<file path="src/rtl/ffca_pkg.sv">
// shared types and constants for the first-fit cell map allocator
`timescale 1ns / 1ps

package ffca_pkg;

    localparam int unsigned CELL_COUNT_DEF = 128;
    localparam int unsigned CELL_BYTES_DEF = 8;
    localparam int unsigned ADDR_W         = 16;
    localparam int unsigned STATUS_W       = 2;
    localparam int unsigned CMP_W          = ADDR_W + 1;

    typedef enum logic [2:0] {
        MARK_FREE,
        MARK_START,
        MARK_MIDDLE,
        MARK_LAST,
        MARK_SINGLE
    } t_mark;

    typedef enum logic [STATUS_W-1:0] {
        ST_OK,
        ST_NOSPACE,
        ST_BADADDR,
        ST_CORRUPT
    } t_status;

    typedef enum logic [2:0] {
        CMD_NONE,
        CMD_LOAD,
        CMD_SCAN,
        CMD_MARK,
        CMD_DIV,
        CMD_CHECK,
        CMD_WALK,
        CMD_OUT
    } t_cmd;

    typedef struct packed {
        logic scan_hit;
        logic scan_end;
        logic mark_done;
        logic off_bad;
        logic chk_walk;
        logic walk_done;
    } t_dp_sts;

endpackage

</file>
<file path="src/rtl/first_fit_cell_map_allocator_unit.sv">
// first-fit cell map allocator: one request word in, one status word out
// allocate: first-fit scan one cell per cycle, then marking one cell per cycle
// free: cell index by reciprocal multiply, then walk one cell per cycle
// one request in flight, next taken in the cycle after the result registers, even while it waits
// synchronous active-low reset: all cells free at once, base address 0, no warm-up
`timescale 1ns / 1ps

module first_fit_cell_map_allocator_unit #(
    parameter int unsigned CELL_COUNT = ffca_pkg::CELL_COUNT_DEF,
    parameter int unsigned CELL_BYTES = ffca_pkg::CELL_BYTES_DEF
) (
    input  logic                          i_clk,
    input  logic                          i_rst_n,
    input  logic                          i_cfg_we,
    input  logic [ffca_pkg::ADDR_W-1:0]   i_cfg_data,
    input  logic                          i_in_valid,
    output logic                          o_in_ready,
    input  logic                          i_req_type,
    input  logic [ffca_pkg::ADDR_W-1:0]   i_size_bytes,
    input  logic [ffca_pkg::ADDR_W-1:0]   i_free_address,
    output logic                          o_out_valid,
    input  logic                          i_out_ready,
    output logic [ffca_pkg::STATUS_W-1:0] o_status,
    output logic [ffca_pkg::ADDR_W-1:0]   o_block_address
);

    ffca_pkg::t_cmd    cmd;
    ffca_pkg::t_dp_sts sts;

    ffca_ctrl u_ctrl (
        .i_clk       (i_clk),
        .i_rst_n     (i_rst_n),
        .i_in_valid  (i_in_valid),
        .o_in_ready  (o_in_ready),
        .i_req_type  (i_req_type),
        .i_out_ready (i_out_ready),
        .o_out_valid (o_out_valid),
        .i_sts       (sts),
        .o_cmd       (cmd)
    );

    ffca_dp #(
        .CELL_COUNT (CELL_COUNT),
        .CELL_BYTES (CELL_BYTES)
    ) u_dp (
        .i_clk           (i_clk),
        .i_rst_n         (i_rst_n),
        .i_cfg_we        (i_cfg_we),
        .i_cfg_data      (i_cfg_data),
        .i_size_bytes    (i_size_bytes),
        .i_free_address  (i_free_address),
        .i_cmd           (cmd),
        .o_sts           (sts),
        .o_status        (o_status),
        .o_block_address (o_block_address)
    );

endmodule

</file>
<file path="src/rtl/ffca_dp.sv">
// datapath: cell map memory, scan and walk pointers, result and output registers
`timescale 1ns / 1ps

module ffca_dp #(
    parameter int unsigned CELL_COUNT = ffca_pkg::CELL_COUNT_DEF,
    parameter int unsigned CELL_BYTES = ffca_pkg::CELL_BYTES_DEF
) (
    input  logic                          i_clk,
    input  logic                          i_rst_n,
    input  logic                          i_cfg_we,
    input  logic [ffca_pkg::ADDR_W-1:0]   i_cfg_data,
    input  logic [ffca_pkg::ADDR_W-1:0]   i_size_bytes,
    input  logic [ffca_pkg::ADDR_W-1:0]   i_free_address,
    input  ffca_pkg::t_cmd                i_cmd,
    output ffca_pkg::t_dp_sts             o_sts,
    output logic [ffca_pkg::STATUS_W-1:0] o_status,
    output logic [ffca_pkg::ADDR_W-1:0]   o_block_address
);

    localparam int unsigned AW         = ffca_pkg::ADDR_W;
    localparam int unsigned CW         = ffca_pkg::CMP_W;
    localparam int unsigned IDX_W      = $clog2(CELL_COUNT);
    localparam int unsigned CNT_W      = $clog2(CELL_COUNT + 1);
    localparam int unsigned HEAP_BYTES = CELL_COUNT * CELL_BYTES;
    localparam int unsigned RUN_W      = $clog2(HEAP_BYTES + 1);
    localparam logic [IDX_W-1:0] LAST_IDX  = IDX_W'(CELL_COUNT - 1);
    localparam logic [CNT_W-1:0] CNT_CELLS = CNT_W'(CELL_COUNT);

    // cell index as offset times a rounded-up reciprocal of the cell size
    localparam int unsigned       DIV_SH  = AW + $clog2(CELL_BYTES);
    localparam int unsigned       MUL_W   = AW + 1;
    localparam int unsigned       PROD_W  = AW + MUL_W;
    localparam longint unsigned   DIV_ONE = 64'd1 << DIV_SH;
    localparam longint unsigned   DIV_MUL = (DIV_ONE + CELL_BYTES - 1) / CELL_BYTES;
    localparam logic [MUL_W-1:0]  DIV_M   = MUL_W'(DIV_MUL);

    ffca_pkg::t_mark   r_mem [CELL_COUNT];
    logic [CELL_COUNT-1:0] r_vld;
    ffca_pkg::t_mark   r_rd_mem;
    logic              r_rd_vld;
    logic              r_rd_ok;

    logic [AW-1:0]     r_base;
    logic [AW-1:0]     r_size;
    logic [AW-1:0]     r_offset;
    logic [CNT_W-1:0]  r_ptr;
    logic [RUN_W-1:0]  r_run_bytes;
    logic [IDX_W-1:0]  r_first;
    logic [IDX_W-1:0]  r_last;
    logic [IDX_W-1:0]  r_idx;
    ffca_pkg::t_status r_res_status;
    logic [AW-1:0]     r_res_addr;
    ffca_pkg::t_status r_out_status;
    logic [AW-1:0]     r_out_addr;

    logic              rd_in_range;
    logic [IDX_W-1:0]  ptr_idx;
    logic [CNT_W-1:0]  chk_cnt;
    logic [IDX_W-1:0]  chk_idx;
    logic              off_bad;
    logic [PROD_W-1:0] div_prod;
    logic [IDX_W-1:0]  div_idx;
    logic [IDX_W-1:0]  rd_addr;
    ffca_pkg::t_mark   mark;
    ffca_pkg::t_mark   mark_val;
    logic [CW-1:0]     run_sum;
    logic [IDX_W-1:0]  first_now;
    logic [AW-1:0]     hit_addr;

    always_comb begin
        rd_in_range = r_ptr < CNT_CELLS;
        ptr_idx     = r_ptr[IDX_W-1:0];
        chk_cnt     = r_ptr - CNT_W'(1);
        chk_idx     = chk_cnt[IDX_W-1:0];
        off_bad     = CW'(r_offset) >= CW'(HEAP_BYTES);
        div_prod    = PROD_W'(r_offset) * PROD_W'(DIV_M);
        div_idx     = div_prod[DIV_SH +: IDX_W];
        rd_addr     = ((i_cmd == ffca_pkg::CMD_DIV) && !off_bad) ? div_idx :
                      (rd_in_range ? ptr_idx : '0);
        mark        = r_rd_vld ? r_rd_mem : ffca_pkg::MARK_FREE;
        run_sum     = CW'(r_run_bytes) + CW'(CELL_BYTES);
        first_now   = (r_run_bytes == '0) ? chk_idx : r_first;
        hit_addr    = r_base + AW'(first_now) * AW'(CELL_BYTES);

        if (r_first == r_last) begin
            mark_val = ffca_pkg::MARK_SINGLE;
        end else if (ptr_idx == r_first) begin
            mark_val = ffca_pkg::MARK_START;
        end else if (ptr_idx == r_last) begin
            mark_val = ffca_pkg::MARK_LAST;
        end else begin
            mark_val = ffca_pkg::MARK_MIDDLE;
        end

        o_sts.scan_hit  = r_rd_ok && (mark == ffca_pkg::MARK_FREE) &&
                          (run_sum >= CW'(r_size));
        o_sts.scan_end  = r_rd_ok && !o_sts.scan_hit && (chk_idx == LAST_IDX);
        o_sts.mark_done = ptr_idx == r_last;
        o_sts.off_bad   = off_bad;
        o_sts.chk_walk  = (mark == ffca_pkg::MARK_START) && (r_idx != LAST_IDX);
        o_sts.walk_done = r_rd_ok && ((mark != ffca_pkg::MARK_MIDDLE) ||
                                      (chk_idx == LAST_IDX));
    end

    // mark memory
    always_ff @(posedge i_clk) begin
        if (i_cmd == ffca_pkg::CMD_MARK) begin
            r_mem[ptr_idx] <= mark_val;
        end
        r_rd_mem <= r_mem[rd_addr];
    end

    always_ff @(posedge i_clk) begin
        if (!i_rst_n) begin
            r_base   <= '0;
            r_vld    <= '0;
            r_rd_vld <= 1'b0;
            r_rd_ok  <= 1'b0;
        end else begin
            if (i_cfg_we) begin
                r_base <= i_cfg_data;
            end
            r_rd_vld <= r_vld[rd_addr];
            r_rd_ok  <= ((i_cmd == ffca_pkg::CMD_SCAN) || (i_cmd == ffca_pkg::CMD_WALK)) &&
                        rd_in_range;
            case (i_cmd)
                ffca_pkg::CMD_MARK: begin
                    r_vld[ptr_idx] <= 1'b1;
                end
                ffca_pkg::CMD_CHECK: begin
                    if ((mark == ffca_pkg::MARK_START) && (r_idx == LAST_IDX)) begin
                        r_vld <= '0;
                    end else if ((mark == ffca_pkg::MARK_SINGLE) ||
                                 (mark == ffca_pkg::MARK_START)) begin
                        r_vld[r_idx] <= 1'b0;
                    end
                end
                ffca_pkg::CMD_WALK: begin
                    if (r_rd_ok) begin
                        if ((mark == ffca_pkg::MARK_LAST) ||
                            ((mark == ffca_pkg::MARK_MIDDLE) && (chk_idx != LAST_IDX))) begin
                            r_vld[chk_idx] <= 1'b0;
                        end else begin
                            r_vld <= '0;
                        end
                    end
                end
                default: begin
                end
            endcase
        end
    end

    always_ff @(posedge i_clk) begin
        case (i_cmd)
            ffca_pkg::CMD_LOAD: begin
                r_size      <= i_size_bytes;
                r_offset    <= i_free_address - r_base;
                r_ptr       <= '0;
                r_run_bytes <= '0;
                r_idx       <= '0;
            end
            ffca_pkg::CMD_SCAN: begin
                if (rd_in_range) begin
                    r_ptr <= r_ptr + CNT_W'(1);
                end
                if (r_rd_ok) begin
                    if (o_sts.scan_hit) begin
                        r_first      <= first_now;
                        r_last       <= chk_idx;
                        r_ptr        <= CNT_W'(first_now);
                        r_res_status <= ffca_pkg::ST_OK;
                        r_res_addr   <= hit_addr;
                    end else if (mark == ffca_pkg::MARK_FREE) begin
                        if (r_run_bytes == '0) begin
                            r_first <= chk_idx;
                        end
                        r_run_bytes <= RUN_W'(run_sum);
                    end else begin
                        r_run_bytes <= '0;
                    end
                    if (o_sts.scan_end) begin
                        r_res_status <= ffca_pkg::ST_NOSPACE;
                        r_res_addr   <= '0;
                    end
                end
            end
            ffca_pkg::CMD_MARK: begin
                r_ptr <= r_ptr + CNT_W'(1);
            end
            ffca_pkg::CMD_DIV: begin
                if (off_bad) begin
                    r_res_status <= ffca_pkg::ST_BADADDR;
                    r_res_addr   <= '0;
                end else begin
                    r_idx <= div_idx;
                end
            end
            ffca_pkg::CMD_CHECK: begin
                r_ptr      <= CNT_W'(r_idx) + CNT_W'(1);
                r_res_addr <= '0;
                case (mark)
                    ffca_pkg::MARK_SINGLE: r_res_status <= ffca_pkg::ST_OK;
                    ffca_pkg::MARK_START: begin
                        r_res_status <= (r_idx == LAST_IDX) ? ffca_pkg::ST_CORRUPT :
                                                              ffca_pkg::ST_OK;
                    end
                    default: r_res_status <= ffca_pkg::ST_BADADDR;
                endcase
            end
            ffca_pkg::CMD_WALK: begin
                if (rd_in_range) begin
                    r_ptr <= r_ptr + CNT_W'(1);
                end
                if (r_rd_ok && o_sts.walk_done) begin
                    r_res_status <= (mark == ffca_pkg::MARK_LAST) ? ffca_pkg::ST_OK :
                                                                   ffca_pkg::ST_CORRUPT;
                end
            end
            ffca_pkg::CMD_OUT: begin
                r_out_status <= r_res_status;
                r_out_addr   <= r_res_addr;
            end
            default: begin
            end
        endcase
    end

    assign o_status        = r_out_status;
    assign o_block_address = r_out_addr;

endmodule

</file>
<file path="src/rtl/ffca_ctrl.sv">
// controller: request sequencing and input/output word handshakes
`timescale 1ns / 1ps

module ffca_ctrl (
    input  logic              i_clk,
    input  logic              i_rst_n,
    input  logic              i_in_valid,
    output logic              o_in_ready,
    input  logic              i_req_type,
    input  logic              i_out_ready,
    output logic              o_out_valid,
    input  ffca_pkg::t_dp_sts i_sts,
    output ffca_pkg::t_cmd    o_cmd
);

    typedef enum logic [2:0] {
        S_IDLE,
        S_SCAN,
        S_MARK,
        S_DIV,
        S_CHECK,
        S_WALK,
        S_DONE
    } t_state;

    t_state r_state;
    t_state n_state;
    logic   r_out_valid;
    logic   n_out_valid;
    logic   out_free;

    always_comb begin
        out_free    = !r_out_valid || i_out_ready;
        n_state     = r_state;
        o_cmd       = ffca_pkg::CMD_NONE;
        n_out_valid = r_out_valid && !i_out_ready;
        case (r_state)
            S_IDLE: begin
                if (i_in_valid) begin
                    o_cmd   = ffca_pkg::CMD_LOAD;
                    n_state = i_req_type ? S_DIV : S_SCAN;
                end
            end
            S_SCAN: begin
                o_cmd = ffca_pkg::CMD_SCAN;
                if (i_sts.scan_hit) begin
                    n_state = S_MARK;
                end else if (i_sts.scan_end) begin
                    n_state = S_DONE;
                end
            end
            S_MARK: begin
                o_cmd = ffca_pkg::CMD_MARK;
                if (i_sts.mark_done) begin
                    n_state = S_DONE;
                end
            end
            S_DIV: begin
                o_cmd   = ffca_pkg::CMD_DIV;
                n_state = i_sts.off_bad ? S_DONE : S_CHECK;
            end
            S_CHECK: begin
                o_cmd   = ffca_pkg::CMD_CHECK;
                n_state = i_sts.chk_walk ? S_WALK : S_DONE;
            end
            S_WALK: begin
                o_cmd = ffca_pkg::CMD_WALK;
                if (i_sts.walk_done) begin
                    n_state = S_DONE;
                end
            end
            S_DONE: begin
                if (out_free) begin
                    o_cmd       = ffca_pkg::CMD_OUT;
                    n_out_valid = 1'b1;
                    n_state     = S_IDLE;
                end
            end
            default: begin
                n_state = S_IDLE;
            end
        endcase
    end

    always_ff @(posedge i_clk) begin
        if (!i_rst_n) begin
            r_state     <= S_IDLE;
            r_out_valid <= 1'b0;
        end else begin
            r_state     <= n_state;
            r_out_valid <= n_out_valid;
        end
    end

    assign o_in_ready  = r_state == S_IDLE;
    assign o_out_valid = r_out_valid;

endmodule
</file>
<file path="config.mk">
export PLATFORM = sky130hd
export DESIGN_NAME = first_fit_cell_map_allocator_unit
export DESIGN_NICKNAME = d
export VERILOG_FILES = /design/src/rtl/ffca_pkg.sv /design/src/rtl/first_fit_cell_map_allocator_unit.sv /design/src/rtl/ffca_dp.sv /design/src/rtl/ffca_ctrl.sv
export SDC_FILE = /design/constraint.sdc
export NUM_CORES = 1
export LEC_CHECK = 0
export ABC_AREA = 0
export CORE_UTILIZATION = 40
export DETAILED_ROUTE_END_ITERATION = 10
export DONT_BUFFER_PORTS = 1
export HOLD_SLACK_MARGIN = 0.12
export PLACE_DENSITY = 0.52
export SETUP_SLACK_MARGIN = 0.3
export SKIP_CTS_REPAIR_TIMING = 1
export SYNTH_ARGS = -nofsm -noshare
export SYNTH_HDL_FRONTEND = slang
export SYNTH_SLANG_ARGS = --single-unit
</file>
<file path="constraint.sdc">
create_clock -name i_clk -period 21.4 [get_ports i_clk]
set_input_delay 1.07 -clock i_clk [delete_from_list [all_inputs] [get_ports i_clk]]
set_output_delay 1.07 -clock i_clk [all_outputs]
set_load 0.005 [all_outputs]
</file>
Yosys cells after proc, flatten, opt, wreduce, memory -nomap -nowiden
Memory sizes are Yosys's and may differ from the RTL's. A register that Yosys moved wholly into a read port is not among the register bits.
Cells that the tools add are included.
{ "word_totals": {"ramBits": 384, "mem_count": 1, "ff_bits": 258, "elab_cells": 182} }
{ "mem_list": {"columns": ["name", "depth", "width", "read_ports", "rd_ports_with_merged_regs", "wr", "line_no", "text"], "rows": [
  ["u_dp.r_mem", 128, 3, 1, 1, 1, "ffca_dp.sv:37", "ffca_pkg::t_mark r_mem [CELL_COUNT];"]
]} }
{ "classes": {"bitwise": 5, "reduce_logical": 42, "n_eq_ne": 38, "muxes": 63, "order_cmp": 10, "n_addsub": 6} }
{ "op_table": {"columns": ["op", "n"], "rows": [
  ["128-bit 2-to-1 mux", 4],
  ["128-bit one-hot mux with 3 select lines", 1],
  ["128-bit bitwise AND", 2],
  ["128-bit inverter", 2],
  ["128-bit OR", 1],
  ["16-bit 2-to-1 mux", 4],
  ["16-bit one-hot mux with 3 select lines", 1],
  ["7-bit 2-to-1 mux", 6],
  ["3-bit one-hot mux with 7 select lines", 2],
  ["8-bit one-hot mux with 5 select lines", 1],
  ["11-bit 2-to-1 mux", 3],
  ["7-bit by 8-bit less-than comparator with 1-bit output, second input constant", 4],
  ["3-bit 2-to-1 mux", 10],
  ["3-bit equality test, second input constant", 8],
  ["8-bit 2-to-1 mux", 3],
  ["11-bit one-hot mux with 2 select lines", 1],
  ["1-bit demux with 7-bit select", 3],
  ["7-bit equality test", 3],
  ["7-bit by 1-bit >= comparator with 1-bit output, second input constant", 3],
  ["2-bit 2-to-1 mux", 10],
  ["3-bit by 2-bit equality test with 1-bit output, second input constant", 6],
  ["17-bit by 16-bit >= comparator with 1-bit output", 1],
  ["16-bit by 10-bit adder with 16-bit output", 1],
  ["16-bit by 11-bit >= comparator with 1-bit output, second input constant", 1],
  ["32 further kinds", 83]
]} }

Depth between registers and ports, before layout
Gate-level depths: netlist of run 1.
{ "logic_depth": {"ltp_word": 10, "mapped_depth": 17, "depth_no_buf": 16} }

By module
Synthesis of run 1 repeated with hierarchy kept, for this count alone.
{ "unflattened": {"hier_cells": 2952, "area_unflattened_um2": 30734.5} }
{ "modules_own_cells": {"columns": ["mod", "seq_area_each_um2", "n_inst", "area_per_inst_um2", "cells_each"], "rows": [
  ["ffca_dp", 17666.9, 1, 30410.4, 2908],
  ["ffca_ctrl", 80.1, 1, 324.1, 44]
]} }

Least setup slack after synthesis of run 1
Ideal clock, no wire load.
{ "synth_path": {"kind": "reg2reg", "start": "register u_dp.r_first[6]", "end": "memory u_dp.r_mem[0][0] (netlist bit), data pin", "path_slack_ns": 5.425, "required_ns": 19.720, "setup_time_ns": 1.680, "t_arrival_ns": 14.295, "path_buffers": 0, "stages_incl_launch_ff": 4, "path_cell_list": "edfxtp_1 xor2_1 nor4_1 a21oi_1"} }
{ "synth_between": {"elab_chain_cells": 3, "elab_cells_between_ends": 4, "classes_between": "eq/ne (2); mux (2)"} }
{ "synth_rtl": {"columns": ["element", "line_no", "text"], "rows": [
  ["from (decl)", "ffca_dp.sv:48", "logic [IDX_W-1:0] r_first;"],
  ["from (signal assigned)", "ffca_dp.sv:169", "r_first <= first_now;"],
  ["from (signal assigned)", "ffca_dp.sv:176", "r_first <= chk_idx;"],
  ["7-bit equality test", "ffca_dp.sv:87", "end else if (ptr_idx == r_first) begin"],
  ["3-bit 2-to-1 mux", "ffca_dp.sv:87", null],
  ["3-bit 2-to-1 mux *", "ffca_dp.sv:85", "if (r_first == r_last) begin"],
  ["via u_dp.mark_val[0]", "ffca_dp.sv:65", "ffca_pkg::t_mark mark_val;"],
  ["to (decl)", "ffca_dp.sv:37", null]
]} }
The timed path passes the listed nets; every way through them passes the cells marked *.

Worst setup path after layout of run 1
{ "layout_path": {"start": "register u_dp.r_ptr[1]", "end": "register u_dp.r_vld[127]"} }
{ "layout_between": {"elab_chain_cells": 10, "elab_cells_between_ends": 20, "classes_between": "add/sub (1); order compare (4); eq/ne (1); mux (7); bitwise (3); reduce/logical (4)"} }
{ "layout_rtl": {"columns": ["element", "line_no", "text"], "rows": [
  ["from (decl)", "ffca_dp.sv:46", "logic [CNT_W-1:0] r_ptr;"],
  ["from (signal assigned)", "ffca_dp.sv:165", "r_ptr <= r_ptr + CNT_W'(1);"],
  ["from (signal assigned)", "ffca_dp.sv:171", "r_ptr <= CNT_W'(first_now);"],
  ["from (signal assigned)", "ffca_dp.sv:189", "r_ptr <= r_ptr + CNT_W'(1);"],
  ["7-bit by 1-bit subtractor with 7-bit output *", "ffca_dp.sv:73", "chk_cnt = r_ptr - CNT_W'(1);"],
  ["via u_dp.chk_cnt[4]", "ffca_dp.sv:58", "logic [CNT_W-1:0] chk_cnt;"],
  ["7-bit by 8-bit less-than comparator with 1-bit output (implied by the code) / 7-bit by 1-bit >= comparator with 1-bit output (equally long branches)", "ffca_dp.sv:142", "r_vld[chk_idx] <= 1'b0;"],
  ["1-bit logical AND (implied by the code)", "ffca_dp.sv:142", null],
  ["1-bit 2-to-1 mux (implied by the code)", "ffca_dp.sv:142", null],
  ["1-bit demux with 7-bit select", null, null],
  ["128-bit inverter (no line)", null, null],
  ["128-bit bitwise AND (no line)", null, null],
  ["128-bit 2-to-1 mux *", "ffca_dp.sv:140", "if ((mark == ffca_pkg::MARK_LAST) ||"],
  ["128-bit 2-to-1 mux *", "ffca_dp.sv:139", "if (r_rd_ok) begin"],
  ["128-bit one-hot mux with 3 select lines *", "ffca_dp.sv:126", "case (i_cmd)"],
  ["to (signal, indexed assignment)", "ffca_dp.sv:128", "r_vld[ptr_idx] <= 1'b1;"],
  ["to (signal, indexed assignment)", "ffca_dp.sv:142", null],
  ["to (signal assigned)", "ffca_dp.sv:144", "r_vld <= '0;"],
  ["to (decl)", "ffca_dp.sv:38", "logic [CELL_COUNT-1:0] r_vld;"]
]} }
The timed path passes the listed nets; every way through them passes the cells marked *. The select of a mux whose other input is x is not followed.
A chain may end at the register's enable or synchronous reset.

==> results of run 1 <==
==> area by class of cell <==
type / count / area [µm²]
clock buffers: 95 / 2002
clock inverters: 41 / 498.0
fillers: 7083 / 41770
inverters: 171 / 644.4
multi-input cells: 1908 / 11850
flip-flops and latches: 642 / 17750
well taps: 1030 / 1289
repair buffers: 53 / 397.9
==> power by group through the flow <==
stage | Clock (mW) | Combinational (mW) | Sequential (mW)
final | 1.30 | 1.48 | 1.53
after global routing | 1.37 | 1.55 | 1.53
after CTS | 1.32 | 1.44 | 1.53
after detailed placement | 0 | 1.43 | 1.55
after global placement | 0 | 1.43 | 1.55
after floorplan | 0 | 0.938 | 1.49
==> cells by family (layout without fill, tap and decap cells) <==
kind of cell,Yosys count,count (layout),synth area share
XOR/XNOR,68,68,0.01926
flip-flops,642,642,0.5739
multiplexers,90,90,0.04580
buffers and inverters,366,360,0.05094
AND/OR/NAND/NOR,948,948,0.1383
adder cells (fa/ha/maj),42,42,0.01748
AO/OA/AOI/OAI,760,760,0.1544
==> sequential cells by signal, indices dropped and copies added, names as in the netlist, 8 cells and up <==
name,cells
u_dp.r_base,16
u_dp.r_ptr,8
u_dp.o_block_address,16
u_dp.r_offset,13
u_dp.r_vld,128
u_dp.r_run_bytes,11
u_dp.r_mem,384
u_dp.r_size,16
u_dp.r_res_addr,16
==> stage by stage <==
stage                       util  power (mW)  instance area (µm²)  cells  hold WS, ns
after floorplan                -       2.426                30920   2916       0.4003
after global placement    0.4190       2.976                31930   3804       0.4047
after detailed placement  0.4190       2.986                31930   3804       0.4045
final                     0.4518       4.305                34430   3940       0.4201
after CTS                 0.4518       4.289                34430   3940       0.4221
after global routing      0.4518       4.449                34430   3940       0.4302
==> cells in the final DEF (no fill, tap or decap), types with 8 or more instances in the layout <==
master,count
dfxtp_1,153
edfxtp_1,489
and2_1,21
and3_1,55
buf_4,53
clkinv_1,10
a211oi_1,29
clkbuf_16,75
nor2b_1,19
xor2_1,26
nor2_1,155
nand2_1,469
o21ai_0,35
ha_1,40
clkinv_2,8
clkbuf_1,15
a21oi_1,400
o2111ai_1,11
mux4_2,37
o21a_1,8
nor3_1,31
a31oi_1,16
nand2b_1,19
nor4_1,9
xnor2_1,42
inv_1,169
o31ai_1,130
a311oi_1,44
bufinv_16,9
nand3_1,91
mux2i_1,45
nand4_1,31
==> metal layers <==
| layer | share of wire | vias to the layer above | GRT usage |
|---|---|---|---|
| li1 | - | 10580 | - |
| met1 | 0.40 | 11810 | 0.3544 |
| met2 | 0.46 | 1330 | 0.4193 |
| met3 | 0.089 | 273 | 0.04863 |
| met4 | 0.047 | 2 | 0.1215 |
| met5 | 0.00015 | - | 0 |
==> critical path, delay by kind of cell, from the launching register on <==
family / cells / cell delay, ns
buffers and inverters: 4 / 1.65
AND/OR/NAND/NOR: 4 / 1.23
flip-flops: 1 / 0.85
AO/OA/AOI/OAI: 4 / 0.77
adder cells (fa/ha/maj): 1 / 0.30
XOR/XNOR: 1 / 0.24
==> final timing paths <==
| check | from | to | cells past startpoint |
|---|---|---|---|
| max | u_dp.r_ptr[1] | u_dp.r_vld[127] | 14 |
| min | u_dp.r_res_addr[9] | u_dp.o_block_address[9] | 0 |
| max reg2reg | u_dp.r_ptr[1] | u_dp.r_vld[127] | 14 |
| min reg2reg | u_dp.r_res_addr[9] | u_dp.o_block_address[9] | 0 |
==> flow_summary_export.csv, run 1 <==
group,metric,value,unit
critical_path,r2r_slack,16.11,ns
cells_and_area,fin_nets,2945,
global_routing,grt_max_degree,78,
detailed_routing,drt_iter0_drc,2939,
cts,clkLatencyLatePin,0.63,ns
power_and_ir_drop,intPower,2.585,mW
power_and_ir_drop,pwr-share-seq,0.355,
sta,finClkSkew,0.01495,ns
power_and_ir_drop,p_comb_frac,0.343,
synth,seq_area_frac_synth,0.5739,
detailed_routing,final_antenna_net_count,0,
critical_path,critPathMaxStageDelay,0.85,ns
sta,timing.slew.headroom,0.1102,
synth,synth_top_area_frac,0.4748,
synth,synth_warnings,0,
cts,cts_tree,"done",
critical_path,arrival,5.82,ns
synth,synth_area_leader_cell,"edfxtp_1",
synth,synth.net_count,3012,
run_status,status,"completed",
synth,syn_area,0.03092,mm²
place,io_buffers,0,
power_and_ir_drop,clkPwrFrac,0.302,
cts,cts_buffers,73,
power_and_ir_drop,swShare,0.3995,
global_routing,grt-ovfl-total,0,
die,fp.dieH,280.1,µm
min_path,worstHoldPathType,"reg2reg",
sta,finalHoldViolCount,0,
die,io-pin-count,74,
critical_path,path_max_fanout,76,
place,hpwl,68.51,mm
power_and_ir_drop,peakVddDrop,0.07488,mV
power_and_ir_drop,power_density,125.0,mW/mm²
die,num_rows,101,
synth,synth_edf_count,489,
sta,drv_slew,0,
sta,fin_setup_tns,0,ns
detailed_routing,first_pass_iters,8,
synth,synthArstFlopShare,0,
synth,postSynthCellCount,2916,
job,maxCapViolations,0,
global_routing,antenna_found_initial,1,
detailed_routing,drc,0,
synth,synth_most_common_cell,"edfxtp_1",
place,pre_cts_ws,16.30,ns
synth,ys_seq_elements,642,
cells_and_area,drive_gt1_frac,0.08729,
critical_path,path_class,"reg2reg",
cts,path_clk_slew,0.06,ns
die,dieArea,0.07843,mm²
cts,clockBufferDepth,3,
place,place.gp.congestion,0.9076,
die,dieWidth,280.1,µm
detailed_routing,vias_per_cell,6.090,
critical_path,cp_cell_sequence,"inv_1 -> ha_1 -> nor3b_1 -> xnor2_1 -> inv_1 -> nand2_1 -> nor3_2 -> nand2_1 -> o2111ai_4 -> buf_4 -> buf_4 -> a21oi_1 -> o31a_1 -> o21a_1",
cts,cts.sinks,642,
cts,cts-root-buf,"clkbuf_16",
sta,fin_ws,16.11,ns
synth,syn_area_per_cell,10.61,µm²
critical_path,start_kind,"flip-flop",
sta,finalCriticalPeriod,5.288,ns
cells_and_area,diodes,0,
cts,cts.htree.levels,3,
die,start_util,0.4058,
detailed_routing,via_count,24000,
synth,synth_common_cells,"edfxtp_1 (489), nand2_1 (470), a21oi_1 (402)",
critical_path,crit_required,21.93,ns
global_routing,grt_pass1_vias,23640,
die,core_area,0.07620,mm²
sta,setup_viol,0,
synth,yosys-top-cells-area,"edfxtp_1 (47%), dfxtp_1 (9.9%), a21oi_1 (6.5%)",
detailed_routing,post_drt_wl_per_cell,26.58,µm
global_routing,grt_pass1_wl,154.6,mm
detailed_routing,wirelength,104.7,mm
sta,worstMarginPinSlew,1.325,ns
sta,grt_setup_unrepaired,"false",
sta,fmax,0.1891,GHz
global_routing,track_usage,0.2653,
critical_path,cp_slowest_cell,"edfxtp_1",
power_and_ir_drop,p_leak,12.93,nW
critical_path,cp-end-kind,"flip-flop",
synth,ys_types,79,
power_and_ir_drop,switching_power,1.720,mW
sta,period_share,0.2471,
cells_and_area,area_delta_synth_final,11.33,%
synth,synth_ff_type,"edfxtp_1",
(Power assumes the default switching activity.)
==> inputs of run 2 (changes only) <==
--- a/config.mk
+++ b/config.mk
@@ -5,7 +5,7 @@
 export SDC_FILE = /design/constraint.sdc
 export NUM_CORES = 1
 export LEC_CHECK = 0
-export ABC_AREA = 0
+export ABC_AREA = 1
 export CORE_UTILIZATION = 40
 export DETAILED_ROUTE_END_ITERATION = 10
 export DONT_BUFFER_PORTS = 1
==> constraint.sdc (replaced) <==
create_clock -name i_clk -period 5.1 [get_ports i_clk]
set_input_delay 0.255 -clock i_clk [delete_from_list [all_inputs] [get_ports i_clk]]
set_output_delay 0.255 -clock i_clk [all_outputs]
set_load 0.005 [all_outputs]
==> run 2 against run 1 <==
Compared with the run above:
- die area increased by 12%
- clock-buffer cell count increased by 5
- sequential share of layout area decreased by 5.6 points
- critical endpoint is now u_dp.r_res_addr[12]
- combinational power increased to 6.5 times the previous value
==> flow_summary_export.csv, run 2 <==
group,metric,value,unit
cells_and_area,layout_commonest_cell,"nand2_1",
synth,syn_area_per_cell,8.540,µm²
sta,drv_slew,0,
synth,synth_most_common_cell,"nand2_1",
sta,setup_viol,0,
cells_and_area,top_register,"u_dp.r_mem",
die,fp.dieH,296.7,µm
place,dp_cells,5013,
detailed_routing,drt_iter0_drc,3078,
synth,synthArstFlopShare,0,
critical_path,cp-end-kind,"flip-flop",
synth,synth_warnings,0,
critical_path,path_class,"reg2reg",
synth,yosys-top-cells-area,"edfxtp_1 (42%), nand2_1 (11%), dfxtp_1 (8.8%)",
synth,seq_area_frac_synth,0.5110,
sta,timing.slew.headroom,0.08722,
detailed_routing,drc,0,
power_and_ir_drop,peakVddDrop,0.6515,mV
cts,clkLatencyLatePin,0.64,ns
global_routing,grt_pass1_vias,27200,
synth,syn_area,0.03473,mm²
synth,ys_seq_elements,642,
synth,postSynthCellCount,4067,
sta,finalCriticalPeriod,3.932,ns
cells_and_area,largest_reg_flops,384,
place,place.gp.congestion,0.9015,
die,start_util,0.4060,
detailed_routing,via_count,28640,
synth,synth_ff_type,"edfxtp_1",
sta,fin_ws,1.168,ns
sta,finClkSkew,0.02972,ns
cells_and_area,final_cell_mix,"nand2_1 (1005), edfxtp_1 (489), nand3_1 (473), inv_1 (405)",
place,hpwl,69.96,mm
detailed_routing,wirelength,113.6,mm
cells_and_area,final_core_util,0.4512,
global_routing,grt_pass1_wl,171.0,mm
job,maxCapViolations,0,
detailed_routing,post_drt_wl_per_cell,21.86,µm
critical_path,arrival,4.29,ns
synth,synth_edf_count,489,
detailed_routing,final_antenna_net_count,0,
run_status,status,"completed",
cells_and_area,final_cells,5198,
synth,synth_common_cells,"nand2_1 (1007), edfxtp_1 (489), nand3_1 (473)",
cts,path_clk_slew,0.06,ns
sta,fin_setup_tns,0,ns
detailed_routing,first_pass_iters,9,
critical_path,path_max_fanout,12,
sta,finalHoldViolCount,0,
synth,synth.net_count,4163,
critical_path,start_kind,"flip-flop",
cells_and_area,reg_top3,"u_dp.r_mem x384, u_dp.r_vld x128",
global_routing,grt-ovfl-total,0,
detailed_routing,vias_per_cell,5.510,
power_and_ir_drop,power_density,559.4,mW/mm²
global_routing,antenna_found_initial,2,
sta,period_share,0.7711,
die,core_area,0.08555,mm²
place,io_buffers,0,
die,dieArea,0.08801,mm²
critical_path,crit_required,5.46,ns
power_and_ir_drop,p_leak,13.09,nW
global_routing,grt_max_degree,185,
sta,worstMarginPinSlew,1.365,ns
synth,synth_top_area_frac,0.4228,
synth,synth_area_leader_cell,"edfxtp_1",
die,dieWidth,296.7,µm
cts,cts_buffers,75,
global_routing,track_usage,0.2590,
synth,ys_types,61,
cts,cts.sinks,642,
cts,cts.htree.levels,3,
sta,fmax,0.2543,GHz
place,pre_cts_ws,1.272,ns
die,io-pin-count,74,
cts,cts-root-buf,"clkbuf_16",
cts,clockBufferDepth,3,
cts,cts_tree,"done",
die,num_rows,107,
cells_and_area,drive_gt1_frac,0.08759,
power_and_ir_drop,power,21.59,mW
sta,grt_setup_unrepaired,"false",
cells_and_area,fin_nets,4086,
cells_and_area,area_delta_synth_final,11.13,%
min_path,worstHoldPathType,"in2reg",
[run 2: routing by layer]
layer  track usage  share of wire  vias up
li1              -              -    13660
met4       0.08511          0.031        0
met2        0.4030           0.45      980
met3       0.04939          0.076      210
met1        0.3617           0.44    13800
met5             0              0        -
[run 2: area by class of cell]
class	count	area [µm²]
Timing Repair Buffer	112	1089
Clock buffer	100	2063
Fill cell	8388	46950
Sequential cell	642	17750
Antenna cell	1	2.502
Inverter	415	1573
Multi-Input combinational cell	2744	14190
Clock inverter	40	499.2
Tap cell	1144	1431
[run 2: path summary, 6_finish.rpt]
| kind | to | slack [ns] | cells past startpoint | from |
|---|---|---|---|---|
| max reg2reg | u_dp.r_res_addr[12] | 1.17 | 16 | u_dp.r_ptr[0] |
| min | u_dp.r_offset[14] | 0.1 | 3 | i_free_address[14] |
| min reg2reg | u_dp.o_block_address[13] | 0.42 | 0 | u_dp.r_res_addr[13] |
| max | u_dp.r_res_addr[12] | 1.17 | 16 | u_dp.r_ptr[0] |
[run 2: kinds of logic after synthesis]
logic type	synth area share
flops	0.5110
buf+inv	0.08660
mux	0.0002882
xor+xnor	0.01538
compound gates	0.1171
fa+ha+maj	0.01556
simple gates	0.2541
[run 2: power breakdown]
part           leakage [nW]  switching (mW)  internal (mW)
combinational          6.87            7.22           2.33
clock                  1.24            2.28           3.37
sequential             4.98           0.289           6.10
total                  13.1            9.79           11.8
[run 2: through the flow]
step | hold WS [ns] | cell area, µm²
after global placement | 0.3539 | 35590
after global routing | 0.1247 | 38590
final | 0.09817 | 38600
after floorplan | 0.3539 | 34750
after detailed placement | 0.3539 | 35590
after CTS | -0.3222 | 38150
[run 2: worst max-delay path, cell delays in order (launching register included)]
cell	delay [ns]
edfxtp_1	0.55
inv_1	0.10
buf_4	0.23
ha_1	0.27
xor2_1	0.80
nand2_1	0.11
nand2_1	0.13
ha_1	0.28
a21oi_1	0.15
inv_1	0.05
a31oi_1	0.23
o21ai_0	0.20
nand3_1	0.14
nand2_1	0.10
nand3_1	0.10
xor2_1	0.16
nor2_1	0.05
